## src/hw/rtl/cbds_ram.sv

```systemverilog
// Generic single-write, single-read RAM with registered read data.
// Used for all per-subcarrier stores of the scorer; no dependencies.
module cbds_ram #(
	parameter int WIDTH = 16,
	parameter int DEPTH = 128
) (
	input  logic                                 clk,
	input  logic                                 we,
	input  logic [(DEPTH > 1 ? $clog2(DEPTH) : 1)-1:0] waddr,
	input  logic [WIDTH-1:0]                     wdata,
	input  logic                                 re,
	input  logic [(DEPTH > 1 ? $clog2(DEPTH) : 1)-1:0] raddr,
	output logic [WIDTH-1:0]                     rdata
);

	logic [WIDTH-1:0] mem_q [DEPTH];

	always_ff @(posedge clk) begin
		if (we) begin
			mem_q[waddr] <= wdata;
		end
		if (re) begin
			rdata <= mem_q[raddr];
		end
	end

endmodule

```

## config.mk

```make
export PLATFORM = sky130hd
export DESIGN_NAME = cbds_ram
export DESIGN_NICKNAME = d
export VERILOG_FILES = /design/src/hw/rtl/cbds_ram.sv
export SDC_FILE = /design/constraint.sdc
export NUM_CORES = 2
export LEC_CHECK = 0
export BUFFER_PORTS_ARGS = -buffer_cell sky130_fd_sc_hd__buf_2
export CAP_MARGIN = 20
export CORE_AREA = 5 5 354 356
export CTS_CLUSTER_DIAMETER = 30
export DETAILED_ROUTE_END_ITERATION = 7
export DIE_AREA = 0 0 359 361
export GPL_TIMING_DRIVEN = 0
export PLACE_DENSITY_LB_ADDON = 0.3
export SLEW_MARGIN = 20
export SYNTH_ARGS = -nofsm -noshare
export SYNTH_HDL_FRONTEND = slang
export SYNTH_SLANG_ARGS = --single-unit
```

## constraint.sdc

```tcl
create_clock -name clk -period 6.37 [get_ports clk]
set_input_delay 0.3185 -clock clk [delete_from_list [all_inputs] [get_ports clk]]
set_output_delay 0.3185 -clock clk [all_outputs]
set_load 0.02 [all_outputs]
```

## Word level (Yosys, flattened, before mapping)

Memory sizes are Yosys's and may differ from the RTL's. A register that Yosys moved wholly into a read port is not among the register bits.
Cells that the tools add are included.

| word-level totals | value |
|---|---|
| register bits | 0 |
| RAM bits | 2048 |
| memories kept | 1 |

| operators by class | value |
|---|---|
| muxes and demuxes | 2 |

Memory list:

| memory | words | bits a word | read ports | clocked after Yosys merged registers in | wr ports | line | source |
|---|---|---|---|---|---|---|---|
| mem_q | 128 | 16 | 1 | 1 | 1 | 16 | `logic [WIDTH-1:0] mem_q [DEPTH];` |

Operators with widths:

| operator | number |
|---|---|
| 1-bit 2-to-1 mux | 2 |

## Logic depth before layout (Yosys ltp)

| logic depth | value |
|---|---|
| depth after elaboration | 2 |
| depth in mapped cells | 7 |

## Least setup slack after synthesis

OpenSTA, ideal clock, no wires.

| timing | value |
|---|---|
| path type | input to register |
| from | input raddr[0] in the netlist's numbering |
| to | register rdata[0] (read register of mem_q), data pin |
| library setup time | 0.260 ns |
| arrival | 2.693 ns |
| data required time | 6.110 ns |
| slack | 3.417 ns |
| stages | 6 |
| path buffers | 2 |
| cell sequence | buf_2 > buf_1 > mux4_2 > mux4_2 > mux4_2 > mux2_2 |

RTL lines:

| element | line | source |
|---|---|---|
| start, declared | 12 | `input logic [(DEPTH > 1 ? $clog2(DEPTH) : 1)-1:0] raddr,` |
| end, declared | 13 | `output logic [WIDTH-1:0] rdata` |

==> results list <==
* Total GRT Usage: 38.7%
- Drt wl/cell: 45.2 um
* Max Root-Sink Buffers: 4
- For this design the ratio of total power to cell area is 382 nW/um2.
- The internal power of the cells totals 0.0281 W.
- The die is 361 um tall.
* Layout filler cell count: 5254
* Remaining global-route overflow: 0
- For this design the top-level I/O count stands at 49.
* CTS tree: built
* Per-instance average area after synthesis: 25.5 um2
* Highest achievable clock rate: 0.236 GHz
- Summed over all failing endpoints, the final setup total negative slack is 0 ns.
* Pin count of the biggest net entering global routing: 104
- Number of clock buffers inserted by TritonCTS: 350
* Slew Limit Fails: 0
* Later-pin clock latency in the skew report: 0.97 ns
* Cells on worst reg2reg path: 4
- Vias per std cell: 7.58
- Cell area after placement: 82800 um2
- Across the whole layout, storage elements account for 62000 um2.
* ANT nets after route: 0
- Summing the sequential cell areas from Yosys gives 78.8% of the chip area.
* Total number of vias: 41.8k
* Final core utilization: 78.3%
- For this configuration, the core starts out at a cell density of 64.8%.
- Share of the clock period used by the worst path: 66.6%
* CP endpoint kind: flop
- The via count of the first global-routing pass came to 42.7k.
- Number of distinct library cells after synthesis: 16
- For the pin with the worst max-slew slack, the measured transition is 1.20 ns.
- The clock tree synthesis step divided the H-tree into 5 levels.
* Full die area: 130000 um2
* Chip Width: 359 um
- Gate count of the mapped netlist: 3086
- Max-Slew Margin vs Limit: 20.1%
- Count of state elements after synthesis: 2064
* Crit start category: primary input
- Hold violation total from the final report: 0
- The setup path with the least slack is of type primary input to flop.
- Switching component of the power: 0.00827 W
* Clock Sinks: 2064
- Multi-input logic area: 16400 um2
- The floorplan has 128 rows.
- Between clock sinks in the finished design, the worst skew comes to 0.0492 ns.
- Counting instances, the worst hold path has a depth of 1.
- Final design instance area without fill: 95000 um2
- The first detailed-routing pass ran for 8 iterations.
- The worst register-to-register path begins at mem_q[14][10]$_DFFE_PP_.
- Type of the most critical hold path: primary input to flop
- Share of cells above drive strength 1: 41.4%
- The number of gates resized after CTS was 0.
- Net count reported at finish: 3628
- Cell type contributing the most total cell area after synthesis: sky130_fd_sc_hd__edfxtp_1
- Internal reg-to-reg setup slack: 3.39 ns
* Top library cells by usage in the layout, fill and taps aside: sky130_fd_sc_hd__edfxtp_1 (2064), sky130_fd_sc_hd__mux4_2 (672), sky130_fd_sc_hd__clkbuf_16 (358)
- Of the post-synthesis cell area, the dominant cell type holds 78.8%.
- The worst hold path begins at wdata[0].
- Synth Net Count: 3119
* Area overhead of the layout relative to synthesis: 20.8%
- Post-detailed-routing wire length: 249000 um
* Violations in the final reports: DRC
- The routed design could run at a clock period as short as 4.24 ns.
* Global-route wire length before repair: 343000 um
* Setup repair after global routing missed its margin: no
- Clock-pin slew was measured on the worst setup and hold paths at 0.06 ns.
* First DRT Iteration DRCs: 7832
- Top cells by area, synth: sky130_fd_sc_hd__edfxtp_1 (79%), sky130_fd_sc_hd__mux4_2 (19%), sky130_fd_sc_hd__nor2_1 (0.58%)
- For the worst setup path, the data arrival time is 4.89 ns.
- Per report_power, the clock group accounts for 54.0% of the total.
* Reg-to-reg critical path endpoint: rdata[10]$_DFFE_PP_
- Data required time at the worst endpoint: 7.02 ns
- Routability-driven placement finished with a final weighted congestion of 0.911.
- Switching part of the total power: 22.8%
* Most common cell after layout, fill and taps aside: sky130_fd_sc_hd__edfxtp_1
- Yosys warns: 0
* Final setup violation count: 0
* Sequential Power Share: 41.4%
- Summing internal, switching and leakage power gives 0.0363 W.
- Remaining routing DRC violations: 86
- Across the run, the number of max-cap violations was 0.
* Static leakage power: 30.2 nW
- IR analysis of the VDD net gives a maximum drop of 0.000354 V.
- Number of I/O port buffers: 38
* Syn Std Cell Area: 78700 um2
- Combinational logic burns 4.5% of the power.
* Result of the run: finished, violations left
- Initial antenna violation count: 31
- The core region is 121000 um2.
* Worst Path Max Fanout: 10
- The tree is rooted in a sky130_fd_sc_hd__clkbuf_16.
- Endpoint of the worst hold-timing path: mem_q[35][0]$_DFFE_PP_
* Detailed placement HPWL: 131000 um
-- through the flow --
step	std cells	worst slack [ns]	hold slack, ns
after floorplan	3086	3.42	0.417
after global placement	4749	1.34	0.773
after detailed placement	4852	1.39	0.714
after CTS	5494	2.21	0.0334
after global routing	5496	2.36	0.0570
final	5511	2.13	0.0681
-- timing repair --
item	in CTS	in global routing
setup buffers	0	0
hold buffers	16	0
endpoints found under the setup margin	0	0
endpoints found under the hold margin	797	0
-- power by group through the flow --
stage	registers [W]	clock network (W)	logic, W
finish	0.0151	0.0196	0.00165
global route	0.0150	0.0203	0.00166
detailed placement	0.0153	0	0.00150
floorplan	0.0153	0	0.000734
CTS	0.0151	0.0196	0.00159
global placement	0.0153	0	0.00138
-- registers in the layout, indices dropped and copies added, names as in the netlist --
signal,count
mem_q,2048
rdata,16
-- worst max path at each step --
stage / from / to / cells after the start
finish: raddr[2] / rdata[15]$_DFFE_PP_ / 7
global placement: raddr[2] / rdata[15]$_DFFE_PP_ / 7
CTS: raddr[2] / rdata[0]$_DFFE_PP_ / 7
detailed placement: raddr[2] / rdata[0]$_DFFE_PP_ / 7
global route: raddr[2] / rdata[10]$_DFFE_PP_ / 7
floorplan: raddr[0] / rdata[0]$_DFFE_PP_ / 6
-- routing by layer --
| metal | global-route usage, % | share of wire [%] | up-vias |
|---|---|---|---|
| li1 | - | - | 14600 |
| met1 | 48.7 | 30 | 21600 |
| met2 | 60.9 | 48 | 4516 |
| met3 | 12.4 | 14 | 997 |
| met4 | 21.7 | 7.3 | 32 |
| met5 | 1.13 | 0.15 | - |
-- area by class of cell --
cell class / count / area share, %
repair buffers: 157 / 2.00
clock inverters: 239 / 3.07
plain buffers: 164 / 0.761
flip-flops and latches: 2064 / 65.2
clock buffers: 387 / 9.54
multi-input cells: 858 / 17.2
diodes: 17 / 0.0448
well taps: 1625 / 2.14
-- synth_stat cells --
cell type                     n
sky130_fd_sc_hd__buf_1       28
sky130_fd_sc_hd__buf_2       52
sky130_fd_sc_hd__buf_4        1
sky130_fd_sc_hd__buf_6        1
sky130_fd_sc_hd__clkbuf_1    82
sky130_fd_sc_hd__edfxtp_1  2064
sky130_fd_sc_hd__mux2_2      16
sky130_fd_sc_hd__mux4_2     672
sky130_fd_sc_hd__nand2_1     14
sky130_fd_sc_hd__nand2b_1     2
sky130_fd_sc_hd__nand3_1     12
sky130_fd_sc_hd__nand4_1      3
sky130_fd_sc_hd__nor2_1     122
sky130_fd_sc_hd__nor2b_1      7
sky130_fd_sc_hd__nor3_1       9
sky130_fd_sc_hd__or3_1        1
-- worst max-delay path: stages --
cell	delay [ns]
sky130_fd_sc_hd__clkbuf_1	0.74
sky130_fd_sc_hd__clkbuf_1	0.94
sky130_fd_sc_hd__buf_1	0.89
sky130_fd_sc_hd__mux4_2	0.50
sky130_fd_sc_hd__mux4_2	0.51
sky130_fd_sc_hd__mux4_2	0.60
sky130_fd_sc_hd__mux2_2	0.37
-- cells by family (layout without fill, tap and decap cells) --
logic type    Yosys count  in the layout  share of synthesized area [%]
buf+inv               164            947                          0.879
flops                2064           2064                           78.8
mux                   688            688                           19.5
other cells             0             17                              0
simple gates          170            170                          0.886
Note: power is estimated with default switching activity, not from simulation.
